===== src/sv/wto_pkg.sv =====
`timescale 1ns / 1ps

package wto_pkg;

  localparam int FIELD_CH_W   = 3;
  localparam int FIELD_CODE_W = 8;
  localparam int SAMPLE_W     = 16;
  localparam int STEP_W       = 32;
  localparam int PHASE_W      = 32;
  localparam int GAIN_W       = 13;
  localparam int SEL_W        = 3;
  localparam int DK_W         = 8;
  localparam int PROD_W       = GAIN_W + 1 + DK_W;
  localparam int TERM_W       = 14;

  localparam logic [FIELD_CODE_W-1:0] FREQ_BIAS  = 8'h20;
  localparam logic [FIELD_CODE_W-1:0] OVT_AMP_DN = 8'd24;
  localparam logic [FIELD_CODE_W-1:0] OVT_SQUARE = 8'h80;
  localparam logic [FIELD_CH_W-1:0]   OVT_SRC_N  = 3'd2;
  localparam logic [FIELD_CODE_W-1:0] PULSE_EDGE = 8'd51;
  localparam logic [FIELD_CODE_W-1:0] WAVE_MID   = 8'd128;
  localparam logic [FIELD_CODE_W-1:0] WAVE_LO    = 8'h40;
  localparam logic [FIELD_CODE_W-1:0] WAVE_HI    = 8'hC0;
  localparam int                      SAT_MAX    = 32767;

  localparam logic [SEL_W-1:0] WAVE_TRAP   = 3'd0;
  localparam logic [SEL_W-1:0] WAVE_SINE   = 3'd1;
  localparam logic [SEL_W-1:0] WAVE_SQUARE = 3'd2;
  localparam logic [SEL_W-1:0] WAVE_PULSE  = 3'd3;
  localparam logic [SEL_W-1:0] WAVE_NOISE  = 3'd4;

  typedef struct packed {
    logic [SEL_W-1:0]  sel;
    logic [GAIN_W-1:0] gain;
    logic [STEP_W-1:0] step;
  } chan_cfg_t;

  typedef logic [6:0] cosq_t [64];
  typedef logic [7:0] noise_rom_t [256];

  localparam cosq_t COS_QUARTER = '{
    7'd64, 7'd63, 7'd63, 7'd63, 7'd63, 7'd63, 7'd63, 7'd63,
    7'd62, 7'd62, 7'd62, 7'd61, 7'd61, 7'd60, 7'd60, 7'd59,
    7'd59, 7'd58, 7'd57, 7'd57, 7'd56, 7'd55, 7'd54, 7'd54,
    7'd53, 7'd52, 7'd51, 7'd50, 7'd49, 7'd48, 7'd47, 7'd46,
    7'd45, 7'd44, 7'd42, 7'd41, 7'd40, 7'd39, 7'd38, 7'd36,
    7'd35, 7'd34, 7'd32, 7'd31, 7'd30, 7'd28, 7'd27, 7'd25,
    7'd24, 7'd23, 7'd21, 7'd20, 7'd18, 7'd17, 7'd15, 7'd14,
    7'd12, 7'd10, 7'd9,  7'd7,  7'd6,  7'd4,  7'd3,  7'd1
  };

  // 16-bit Galois LFSR, one step per entry, evaluated at elaboration
  function automatic noise_rom_t gen_noise();
    logic [15:0] lfsr;
    noise_rom_t  rom;
    lfsr = 16'hACE1;
    for (int i = 0; i < 256; i++) begin
      if (lfsr[0]) begin
        lfsr = (lfsr >> 1) ^ 16'hB400;
      end else begin
        lfsr = lfsr >> 1;
      end
      rom[i] = WAVE_LO + {1'b0, lfsr[6:0]};
    end
    return rom;
  endfunction

  localparam noise_rom_t NOISE_ROM = gen_noise();

  function automatic logic [7:0] sine_value(logic [7:0] i);
    logic [7:0] ni;
    logic [7:0] v;
    ni = 8'd0 - i;
    if (i < 8'd64) begin
      v = 8'd128 + {1'b0, COS_QUARTER[i[5:0]]};
    end else if (i == 8'd64) begin
      v = 8'd127;
    end else if (i < 8'd128) begin
      v = 8'd127 - {1'b0, COS_QUARTER[ni[5:0]]};
    end else if (i == 8'd128) begin
      v = 8'd64;
    end else if (i < 8'd192) begin
      v = 8'd127 - {1'b0, COS_QUARTER[i[5:0]]};
    end else if (i == 8'd192) begin
      v = 8'd128;
    end else begin
      v = 8'd128 + {1'b0, COS_QUARTER[ni[5:0]]};
    end
    return v;
  endfunction

  function automatic logic [7:0] wave_value(logic [SEL_W-1:0] sel, logic [7:0] i);
    logic [7:0] v;
    unique case (sel)
      WAVE_TRAP: begin
        if (i < 8'd64) begin
          v = WAVE_HI;
        end else if (i < 8'd128) begin
          v = WAVE_HI - {1'b0, i[5:0], 1'b0};
        end else if (i < 8'd192) begin
          v = WAVE_LO;
        end else begin
          v = WAVE_LO + {1'b0, i[5:0], 1'b0};
        end
      end
      WAVE_SINE:   v = sine_value(i);
      WAVE_SQUARE: v = i[7] ? WAVE_LO : WAVE_HI;
      WAVE_PULSE:  v = (i > PULSE_EDGE) ? WAVE_LO : WAVE_HI;
      WAVE_NOISE:  v = NOISE_ROM[i];
      default:     v = WAVE_MID;
    endcase
    return v;
  endfunction

  function automatic logic [STEP_W-1:0] step_of(logic [7:0] idx);
    return (32'h8000_0000 - {2'b00, idx[4:0], 25'd0}) >> idx[7:5];
  endfunction

  function automatic logic [GAIN_W-1:0] gain_of(logic [7:0] a);
    logic [GAIN_W-1:0] g;
    if (a[5:0] == 6'd0) begin
      g = '0;
    end else begin
      g = {9'd0, 1'b1, a[2:0]} << ({1'b0, a[5:3]} + 4'd2);
    end
    return g;
  endfunction

  function automatic chan_cfg_t chan_cfg(logic [7:0] f, logic [7:0] a, logic [7:0] adj);
    logic signed [9:0] fri;
    logic [7:0]        fri8;
    chan_cfg_t         c;
    fri = $signed({2'b00, f}) - $signed({2'b00, FREQ_BIAS}) + $signed({{2{adj[7]}}, adj});
    if (fri < 10'sd0) begin
      fri8 = 8'd0;
    end else if (fri > 10'sd255) begin
      fri8 = 8'd255;
    end else begin
      fri8 = fri[7:0];
    end
    c.step = step_of(fri8);
    c.gain = gain_of(a);
    c.sel  = {1'b0, a[7:6]};
    if (a[7:6] == 2'd3 && fri8 < FREQ_BIAS) begin
      c.sel  = WAVE_NOISE;
      c.step = step_of({fri8[5:0], 2'b00}) >> 8;
    end
    return c;
  endfunction

endpackage


===== src/sv/wto_ram.sv =====
`timescale 1ns / 1ps

module wto_ram #(
  parameter int WIDTH = 32,
  parameter int DEPTH = 8
) (
  input  logic                     clk,
  input  logic                     we,
  input  logic [$clog2(DEPTH)-1:0] waddr,
  input  logic [WIDTH-1:0]         wdata,
  input  logic [$clog2(DEPTH)-1:0] raddr,
  output logic [WIDTH-1:0]         rdata
);

  logic [WIDTH-1:0] mem [DEPTH];

  always_ff @(posedge clk) begin
    if (we) begin
      mem[waddr] <= wdata;
    end
    rdata <= mem[raddr];
  end

endmodule


===== src/sv/wavetable_oscillator_bank.sv =====
`timescale 1ns / 1ps
// Eight-channel wavetable oscillator bank.
// in_*: tuser is the mode (0 set up one channel, 1 sample tick); tdata carries
//   channel, freq_code and amp_code. Setting channel 0 or 1 also sets channel 6 or 7
//   as its overtone; a channel above 5 is accepted and ignored.
// cfg_*: one write-only register, freq_adjust, taken on any cycle; write it
//   only while the bank is idle.
// out_*: one 16-bit saturated sample per tick item; set-up items give none.
// Per-channel phase and set-up words live in two RAMs with registered reads.
// A set-up item writes RAM in ST_SET_MAIN, and again in ST_SET_OVT for an overtone.
// A tick walks the channels one RAM read per cycle through a three-stage
//   wave / multiply / accumulate pipe; once the pipe drains, ST_FIN loads the
//   saturated sum into the sample register.
// Input ready is high only while the sequencer is idle. A sample still
//   waiting on out_tready does not block the next item; a later tick holds in
//   its final state until the output register is free.
// Reset (rst_n, synchronous) clears every channel's phase, step, gain and
//   wave through per-entry valid bits, no clearing pass, and freq_adjust.
module wavetable_oscillator_bank
  import wto_pkg::*;
#(
  parameter int NUM_CHANNELS = 8
) (
  input  logic        clk,
  input  logic        rst_n,
  input  logic        in_tvalid,
  output logic        in_tready,
  input  logic [23:0] in_tdata,   // channel[2:0], freq_code[10:3], amp_code[18:11], zero pad
  input  logic        in_tuser,   // mode[0]
  output logic        out_tvalid,
  input  logic        out_tready,
  output logic [15:0] out_tdata,  // sample[15:0]
  input  logic        cfg_valid,
  output logic        cfg_ready,
  input  logic [7:0]  cfg_data
);

  localparam int IDX_W = $clog2(NUM_CHANNELS);
  localparam int CNT_W = $clog2(NUM_CHANNELS + 1);
  localparam int ACC_W = TERM_W + $clog2(NUM_CHANNELS);
  localparam int CFG_W = $bits(chan_cfg_t);

  typedef enum logic [2:0] {
    ST_IDLE,
    ST_SET_MAIN,
    ST_SET_OVT,
    ST_TICK,
    ST_FIN
  } state_t;

  state_t state_r, state_nxt;

  logic [7:0]              adj_r;
  logic [FIELD_CH_W-1:0]   it_ch_r;
  logic [FIELD_CODE_W-1:0] it_f_r;
  logic [FIELD_CODE_W-1:0] it_a_r;

  logic [CNT_W-1:0]        cnt_r;
  logic [NUM_CHANNELS-1:0] ph_vld_r;
  logic [NUM_CHANNELS-1:0] cf_vld_r;

  logic                    s1_v_r, s2_v_r, s3_v_r;
  logic [IDX_W-1:0]        s1_idx_r;
  logic                    s1_ph_ok_r, s1_cf_ok_r;
  logic signed [DK_W-1:0]  dk_r;
  logic [GAIN_W-1:0]       gain_r;
  logic signed [PROD_W-1:0] prod_r;
  logic signed [ACC_W-1:0] acc_r;

  logic                    out_tvalid_r;
  logic [SAMPLE_W-1:0]     out_tdata_r;

  logic                    in_acc;
  logic                    rd_en;
  logic [IDX_W-1:0]        rd_idx;
  logic                    drain_done;

  logic                    ph_we;
  logic [PHASE_W-1:0]      ph_wdata, ph_rdata, ph_cur;
  logic                    cf_we;
  logic [IDX_W-1:0]        cf_waddr;
  logic [CFG_W-1:0]        cf_wdata, cf_rdata;
  chan_cfg_t               cf_cur;

  logic [FIELD_CODE_W-1:0] ovt_f, ovt_a;
  logic [8:0]              f_sum;
  logic [7:0]              wave;
  logic signed [8:0]       dk_wide;
  logic signed [PROD_W-1:0] prod;
  logic signed [ACC_W-1:0] term;
  logic [SAMPLE_W-1:0]     sample_sat;

  assign in_tready  = (state_r == ST_IDLE);
  assign in_acc     = in_tvalid && in_tready;
  assign cfg_ready  = 1'b1;
  assign out_tvalid = out_tvalid_r;
  assign out_tdata  = out_tdata_r;

  // channel walk
  assign rd_en      = (state_r == ST_TICK) && (cnt_r < CNT_W'(NUM_CHANNELS));
  assign rd_idx     = cnt_r[IDX_W-1:0];
  assign drain_done = (cnt_r == CNT_W'(NUM_CHANNELS)) && !s1_v_r && !s2_v_r && !s3_v_r;

  // stage 1: wave lookup and phase write-back
  assign ph_cur   = s1_ph_ok_r ? ph_rdata : '0;
  assign cf_cur   = s1_cf_ok_r ? chan_cfg_t'(cf_rdata) : '0;
  assign wave     = wave_value(cf_cur.sel, ph_cur[PHASE_W-1 -: 8]);
  assign dk_wide  = $signed({1'b0, wave}) - $signed({1'b0, WAVE_MID});
  assign ph_we    = s1_v_r;
  assign ph_wdata = ph_cur + cf_cur.step;

  // stage 2 and 3: scale and floor-accumulate
  assign prod = $signed({1'b0, gain_r}) * dk_r;
  assign term = ACC_W'(prod_r >>> 6);

  always_comb begin
    if (acc_r > ACC_W'(SAT_MAX)) begin
      sample_sat = SAMPLE_W'(SAT_MAX);
    end else if (acc_r < -ACC_W'(SAT_MAX)) begin
      sample_sat = SAMPLE_W'(-SAT_MAX);
    end else begin
      sample_sat = acc_r[SAMPLE_W-1:0];
    end
  end

  // set-up writes
  assign f_sum = {1'b0, it_f_r} + {1'b0, FREQ_BIAS};
  assign ovt_f = f_sum[8] ? 8'hFF : f_sum[7:0];
  assign ovt_a = ((it_a_r < OVT_AMP_DN) ? 8'd0 : (it_a_r - OVT_AMP_DN)) | OVT_SQUARE;

  always_comb begin
    cf_we    = 1'b0;
    cf_waddr = IDX_W'(it_ch_r);
    cf_wdata = chan_cfg(it_f_r, it_a_r, adj_r);
    if (state_r == ST_SET_MAIN) begin
      cf_we = 1'b1;
    end else if (state_r == ST_SET_OVT) begin
      cf_we    = 1'b1;
      cf_waddr = IDX_W'(NUM_CHANNELS - 2) + IDX_W'(it_ch_r);
      cf_wdata = chan_cfg(ovt_f, ovt_a, adj_r);
    end
  end

  always_comb begin
    state_nxt = state_r;
    unique case (state_r)
      ST_IDLE: begin
        if (in_acc) begin
          if (in_tuser) begin
            state_nxt = ST_TICK;
          end else if (int'(in_tdata[2:0]) < NUM_CHANNELS - 2) begin
            state_nxt = ST_SET_MAIN;
          end
        end
      end
      ST_SET_MAIN: state_nxt = (it_ch_r < OVT_SRC_N) ? ST_SET_OVT : ST_IDLE;
      ST_SET_OVT:  state_nxt = ST_IDLE;
      ST_TICK:     state_nxt = drain_done ? ST_FIN : ST_TICK;
      ST_FIN:      state_nxt = (!out_tvalid_r || out_tready) ? ST_IDLE : ST_FIN;
      default:     state_nxt = ST_IDLE;
    endcase
  end

  always_ff @(posedge clk) begin
    if (!rst_n) begin
      state_r      <= ST_IDLE;
      adj_r        <= '0;
      cnt_r        <= '0;
      ph_vld_r     <= '0;
      cf_vld_r     <= '0;
      s1_v_r       <= 1'b0;
      s2_v_r       <= 1'b0;
      s3_v_r       <= 1'b0;
      out_tvalid_r <= 1'b0;
    end else begin
      state_r <= state_nxt;
      if (cfg_valid && cfg_ready) begin
        adj_r <= cfg_data;
      end
      if (in_acc) begin
        cnt_r <= '0;
        acc_r <= '0;
      end
      if (rd_en) begin
        cnt_r <= cnt_r + CNT_W'(1);
      end
      s1_v_r <= rd_en;
      s2_v_r <= s1_v_r;
      s3_v_r <= s2_v_r;
      if (ph_we) begin
        ph_vld_r[s1_idx_r] <= 1'b1;
      end
      if (cf_we) begin
        cf_vld_r[cf_waddr] <= 1'b1;
      end
      if (s3_v_r) begin
        acc_r <= acc_r + term;
      end
      if (state_r == ST_FIN && (!out_tvalid_r || out_tready)) begin
        out_tvalid_r <= 1'b1;
        out_tdata_r  <= sample_sat;
      end else if (out_tvalid_r && out_tready) begin
        out_tvalid_r <= 1'b0;
      end
    end
    if (in_acc) begin
      it_ch_r <= in_tdata[2:0];
      it_f_r  <= in_tdata[10:3];
      it_a_r  <= in_tdata[18:11];
    end
    s1_idx_r   <= rd_idx;
    s1_ph_ok_r <= ph_vld_r[rd_idx];
    s1_cf_ok_r <= cf_vld_r[rd_idx];
    dk_r       <= DK_W'(dk_wide);
    gain_r     <= cf_cur.gain;
    prod_r     <= prod;
  end

  wto_ram #(
    .WIDTH (PHASE_W),
    .DEPTH (NUM_CHANNELS)
  ) u_phase_ram (
    .clk   (clk),
    .we    (ph_we),
    .waddr (s1_idx_r),
    .wdata (ph_wdata),
    .raddr (rd_idx),
    .rdata (ph_rdata)
  );

  wto_ram #(
    .WIDTH (CFG_W),
    .DEPTH (NUM_CHANNELS)
  ) u_cfg_ram (
    .clk   (clk),
    .we    (cf_we),
    .waddr (cf_waddr),
    .wdata (cf_wdata),
    .raddr (rd_idx),
    .rdata (cf_rdata)
  );

  ap_phase_wr_in_tick: assert property (@(posedge clk) disable iff (!rst_n)
    ph_we |-> (state_r == ST_TICK))
    else $error("phase write outside tick");

  ap_cfg_wr_in_setup: assert property (@(posedge clk) disable iff (!rst_n)
    cf_we |-> (state_r == ST_SET_MAIN || state_r == ST_SET_OVT))
    else $error("set-up write outside set-up");

  ap_fin_drained: assert property (@(posedge clk) disable iff (!rst_n)
    (state_r == ST_FIN) |-> (cnt_r == CNT_W'(NUM_CHANNELS) && !s1_v_r && !s2_v_r && !s3_v_r))
    else $error("sample issued before pipe drained");

  ap_tick_walks_all: assert property (@(posedge clk) disable iff (!rst_n)
    (state_r == ST_TICK && $past(state_r) == ST_IDLE) |-> (cnt_r == '0))
    else $error("channel walk not restarted");

endmodule

===== config.mk =====
export PLATFORM = sky130hd
export DESIGN_NAME = wavetable_oscillator_bank
export DESIGN_NICKNAME = d
export VERILOG_FILES = /design/src/sv/wto_pkg.sv /design/src/sv/wto_ram.sv /design/src/sv/wavetable_oscillator_bank.sv
export SDC_FILE = /design/constraint.sdc
export NUM_CORES = 1
export LEC_CHECK = 0
export BUFFER_PORTS_ARGS = -buffer_cell sky130_fd_sc_hd__clkbuf_2
export CAP_MARGIN = 5
export CELL_PAD_IN_SITES_DETAIL_PLACEMENT = 1
export CELL_PAD_IN_SITES_GLOBAL_PLACEMENT = 2
export CORE_MARGIN = 4
export CORE_UTILIZATION = 43
export CTS_BUF_LIST = sky130_fd_sc_hd__clkbuf_16
export DETAILED_ROUTE_END_ITERATION = 10
export PLACE_DENSITY = 0.84
export SLEW_MARGIN = 15
export SYNTH_ARGS = -nofsm -noshare
export SYNTH_HDL_FRONTEND = slang
export SYNTH_HIERARCHICAL = 1
export SYNTH_SLANG_ARGS = --single-unit

===== constraint.sdc =====
create_clock -name clk -period 7.12 [get_ports clk]
set_clock_uncertainty 0.05 [all_clocks]
set_input_delay 1.424 -clock clk [delete_from_list [all_inputs] [get_ports clk]]
set_output_delay 1.424 -clock clk [all_outputs]
set_load 0.02 [all_outputs]

======== Yosys cells after proc, flatten, opt, wreduce, memory -nomap -nowiden ========
Memories as Yosys holds them, arrays and structs flattened. A register that Yosys moved wholly into a read port is not among the register bits.
Index checks and enable logic that the tools add are counted.
word-level totals
  word-level logic and storage cells ...... 194
  register bits after elaboration ......... 135
  memories ................................ 5
  latch bits .............................. 0
  bits in read-only memories .............. 2944
  bits of input ports ..................... 38
  RAM bits ................................ 640
memory list
  memory            depth  width  read ports  clocked after memory_dff  write ports  line            text
  (name not given)  256    8      1           0                         0            wto_pkg.sv:109  WAVE_NOISE: v = NOISE_ROM[i];
  (name not given)  64     7      1           0                         0            wto_pkg.sv:87   v = 8'd128 + {1'b0, COS_QUARTER[ni[5:0]]};
  (name not given)  64     7      1           0                         0            wto_pkg.sv:83   v = 8'd127 - {1'b0, COS_QUARTER[i[5:0]]};
  u_cfg_ram.mem     8      48     1           1                         1            wto_ram.sv:15   logic [WIDTH-1:0] mem [DEPTH];
  u_phase_ram.mem   8      32     1           1                         1            wto_ram.sv:15
cells by class
  shift operators ......................... 6
  muxes and demuxes ....................... 66
  $lt $le $gt $ge ......................... 24
  multiply operators ...................... 1
  add/subtract/negate cells ............... 24
  reduce and logical (&&, ||, !) cells .... 27
  divide/modulo/power cells ............... 0
  bitwise logic cells ..................... 5
  equality and inequality tests ........... 15
operators with widths
  kind                                                                    number
  8-bit 2-to-1 mux                                                        20
  48-bit 2-to-1 mux                                                       3
  32-bit by 3-bit >> shifter with 32-bit output                           4
  32-bit by 30-bit subtractor with 32-bit output, first input constant    4
  32-bit 2-to-1 mux                                                       3
  8-bit case mux with 5 select lines                                      1
  7-bit 2-to-1 mux                                                        5
  17-bit 2-to-1 mux                                                       2
  32-bit adder                                                            1
  3-bit 2-to-1 mux                                                        9
  13-bit 2-to-1 mux                                                       2
  4-bit by 4-bit left shift with 13-bit output                            2
  14-bit by 8-bit multiplier with 22-bit output                           1
  9-bit by 8-bit adder with 10-bit output                                 2
  10-bit by 9-bit > comparator with 1-bit output, second input constant   2
  10-bit by 1-bit < comparator with 1-bit output, second input constant   2
  8-bit by 6-bit subtractor with 9-bit output, second input constant      2
  17-bit by 16-bit adder with 17-bit output                               1
  17-bit by 16-bit > comparator with 1-bit output, second input constant  1
  17-bit by 16-bit < comparator with 1-bit output, second input constant  1
  8-bit by 7-bit adder with 8-bit output, first input constant            2
  8-bit == test, second input constant                                    2
  8-bit by 6-bit < comparator with 1-bit output, second input constant    2
  8-bit < comparator, second input constant                               2
  other kinds (46)                                                        92

======== Longest topological paths before layout ========
  depth in word-level cells ............... 15
  gate-level depth with buffers ........... 21

======== Modules after synthesis ========
The synthesis kept the hierarchy.
modules (own cells, without submodules)
  module                     times used  sequential area each (um2)  cells each  area an instance (um2)
  wavetable_oscillator_bank  1           3103.0                      2360        17992.3
  wto_ram (u_cfg_ram)        1           12492.0                     616         15620.0
  wto_ram (u_phase_ram)      1           8328.0                      415         10466.3

======== Worst setup path before layout ========
No wires, ideal clock.
  path type ............................... reg2reg
  start point ............................. reg state_r[0]
  end point ............................... mem u_cfg_ram/mem[4][0] (netlist bit) (enable)
  required time ........................... 6.557 ns
  stages on the path, launching flop included .. 9
  arrival ................................. 4.883 ns
  slack ................................... 1.674 ns
  buffers on the path ..................... 2
  path through ............................ dfxtp_1 clkbuf_1 nor2_1 nand2_1 clkbuf_1 nand2_1 o21ai_1 nand2_1 nor3_1
between the ends
  elaborated cells between the ends (all ways) .. 8
  those cells by class .................... eq/ne (2); mux (6)
RTL lines
  element                                   line                              text
  start: declaration                        wavetable_oscillator_bank.sv:51   state_t state_r, state_nxt;
  start signal: assignment                  wavetable_oscillator_bank.sv:176  state_r <= state_nxt;
  3-bit by 2-bit == test with 1-bit output  wavetable_oscillator_bank.sv:137  end else if (state_r == ST_SET_OVT) begin
  3-bit 2-to-1 mux                          wavetable_oscillator_bank.sv:137
  3-bit 2-to-1 mux *                        wavetable_oscillator_bank.sv:135  if (state_r == ST_SET_MAIN) begin
  via cf_waddr[2]                           wavetable_oscillator_bank.sv:81   logic [IDX_W-1:0] cf_waddr;
  end: declaration                          wto_ram.sv:15
Mark *: on every way through the listed nets, which the timed path passes. The rest lies on a longest branch.

======== Final worst setup path ========
  start point ............................. reg dk_r[7]
  end point ............................... reg prod_r[21]
between the ends
  cells in the longest elaborated chain, start to end .. 1
RTL lines
  element                                        line                              text
  start: declaration                             wavetable_oscillator_bank.sv:65   logic signed [DK_W-1:0] dk_r;
  start signal: assignment                       wavetable_oscillator_bank.sv:214  dk_r <= DK_W'(dk_wide);
  14-bit by 8-bit multiplier with 22-bit output  wavetable_oscillator_bank.sv:113  assign prod = $signed({1'b0, gain_r}) * dk_r;
  via prod[21]                                   wavetable_oscillator_bank.sv:89   logic signed [PROD_W-1:0] prod;
  end signal: assignment                         wavetable_oscillator_bank.sv:216  prod_r <= prod;
  end: declaration                               wavetable_oscillator_bank.sv:67   logic signed [PROD_W-1:0] prod_r;
The timed path passes the listed nets, and every way through them passes these cells.
A chain may end at the register's enable or synchronous reset.

==> out/results.ini <==
[cells_and_area]
areaGrowthSynthToFinish_pct = 11.28
multiInputGateArea_sq_um = 19280
fillCellCount = 10330
insertedDiodeCount = 0
seqCellArea_sq_um = 23940
layout_commonest_cell = edfxtp_1
final_cell_mix = 692 x edfxtp_1, 223 x nand2_1, 176 x inv_1
final_nets = 3809
final_layout_size_suffix_gt1_share_pct = 13.92

[sta]
slew_violations = 0
hold-worst-slack_ns = 0.3897
hold_violations = 0
rsz0062_at_grt = no
tightest_slew_ns = 1.108
setup_viol = 0
timing.fmax_mhz = 179.4
setup_tns_ns = 0
finalCritPeriodShare_pct = 78.30
period_needed_ns = 5.575
slew_headroom_pct = 25.37

[clock_network]
clock_path_buffers = 3
cts_hold_buffers = 0
postCtsSetupBuffers = 0
cts.sinks = 849
path_clk_slew_ns = 0.06
clkLatencyLatePin_ns = 0.65
postCtsResizedCells = 0
cts_tree = done
cts_inserted_buffers = 88
cts_root_buf = clkbuf_16
htree_levels = 3

[critical_path]
arrival_ns = 6.04
cp_max_fo = 10
cp_cell_sequence = inv_1 > fa_1 > fa_1 > inv_1 > fa_1 > fa_1 > ha_1 > a21o_1 > a21oi_1 > o21ai_0 > a41oi_1 > a211oi_1 > a41o_1 > o41a_1 > a21oi_1 > o21bai_1 > xnor2_1
crit_top_cell = fa_1
r2r_start = dk_r[7]
cp_slowest_cell = dfxtp_1
cp-start-kind = flip-flop
path_class = flip-flop to flip-flop
crit_start = dk_r[7]
cp-end-kind = flip-flop
crit_family = adder cells
cp_slowest_stage_delay_ns = 0.58
required_ns = 7.59
crit_buf_inv = 2

[place]
port_buffers = 50
post-dp-hpwl_um = 77880
gp_congestion = 0.9604

[routing]
wl_met2_um = 58230
firstDrtPassIters = 7
vias = 28980
wl_per_cell_um = 24.12
wl_met3_um = 5923
met1_length_um = 52750
wl_um = 120000
viasPerCell = 5.826
ant_nets = 0
drcViolationCount = 0
drt_iter0_markers = 2287
top_layer = met5

[synthesis]
synthArstFlopShare_pct = 0
synth_edf_count = 692
synth.distinct_cells = 94
synth_cells = 3391
seq_area_frac_synth_pct = 54.27
ys_ff_latch = 849
yosysWarningCount = 6
syn-cell-area_sq_um = 44080
synth_top_flop_cell = edfxtp_1
syn_avg_cell_area_sq_um = 13.00

[grt]
grt_max_degree = 72
antenna_found_initial = 1
grt_first_pass_wirelength_um = 185800
track_usage_pct = 22.28
first_global_vias = 30340
grt_overflow_total = 0

[die]
core_area_sq_um = 101700
ios = 57
dieArea_sq_um = 107700
fp-row-count = 117
die_w_um = 328.2
die_y_um = 328.2
start_util_pct = 43.32

[power_and_ir_drop]
power.density_nw_per_um2 = 227.8
vdd_drop_max_mv = 0.1845
p_leak_nw = 17.90

[min_path]
hp-start = u_cfg_ram/rdata[32]
hp-class = flip-flop to flip-flop

[job]
maxCapViolCount = 0

[run_status]
status = finished clean

synthesized netlist by cell type (52+ instances only):
cell	number	share of area (%)
a21oi_1	153	1.7
and2_1	151	2.1
clkbuf_1	137	1.2
dfxtp_1	157	7.1
edfxtp_1	692	47
fa_1	69	3.1
ha_1	168	4.8
inv_1	146	1.2
mux2_2	52	1.3
mux4_2	122	6.2
nand2_1	224	1.9
nor2_1	187	1.6
nor3_1	87	0.99
o21ai_0	155	1.8
xnor2_1	60	1.2
state kept, by name, summed over array words and instances (netlist names), 13 cells and up:
name               count
acc_r                 17
u_cfg_ram/mem        384
u_phase_ram/rdata     32
out_tdata             16
u_cfg_ram/rdata       48
prod_r                16
gain_r                13
u_phase_ram/mem      256
cells by family (layout without fill, tap and decap cells):
| group | count (synthesis) | after routing | synth area share [%] |
|---|---|---|---|
| buffers and inverters | 343 | 432 | 3.344 |
| other | 2 | 129 | 0.01704 |
| AOI/OAI and AO/OA | 709 | 709 | 10.73 |
| DFF | 849 | 849 | 54.27 |
| adders and majority gates | 238 | 238 | 7.925 |
| xor gates and xnor gates | 86 | 86 | 1.709 |
| muxes | 283 | 283 | 12.08 |
| and+or+nand+nor | 881 | 881 | 9.921 |
through the flow:
step / total power, W / instances / utilization, % / setup WS, ns / instance area, sq um
final: 0.01117 / 4975 / 48.21 / 1.545 / 49050
after global routing: 0.01164 / 4975 / 48.21 / 0.9708 / 49050
after CTS: 0.01128 / 4975 / 48.20 / 1.447 / 49040
after detailed placement: 0.006838 / 4812 / 45.48 / 1.502 / 46270
after global placement: 0.006801 / 4812 / 45.48 / 1.578 / 46270
after floorplan: 0.006502 / 3518 / - / 1.675 / 44560
final cells by class:
class                   instances  share of cell area [%]
repair buffers                120                   1.607
clock buffers                  90                   4.592
multi-input cells            2326                   39.30
flip-flops and latches        849                   48.80
inverters                     149                   1.140
clock inverters                73                   1.066
well taps                    1368                   3.490
final timing paths:
| check | slack [ns] | end | depth (start not counted) |
|---|---|---|---|
| max | 1.55 | prod_r[21] | 17 |
| max reg2reg | 1.55 | prod_r[21] | 17 |
| min reg2reg | 0.39 | gain_r[0] | 1 |
| min | 0.39 | gain_r[0] | 1 |
power by group:
group          switching (W)  internal, W
clock network        0.00188      0.00254
logic               0.000744     0.000379
registers          0.0000601      0.00556
metal layers:
layer | vias up | GRT usage, %
li1 | 13060 | -
met1 | 14850 | 30.73
met2 | 846 | 37.26
met3 | 228 | 2.649
met4 | 2 | 6.693
met5 | - | 0
No activity file was read; power rests on OpenSTA's default activity.
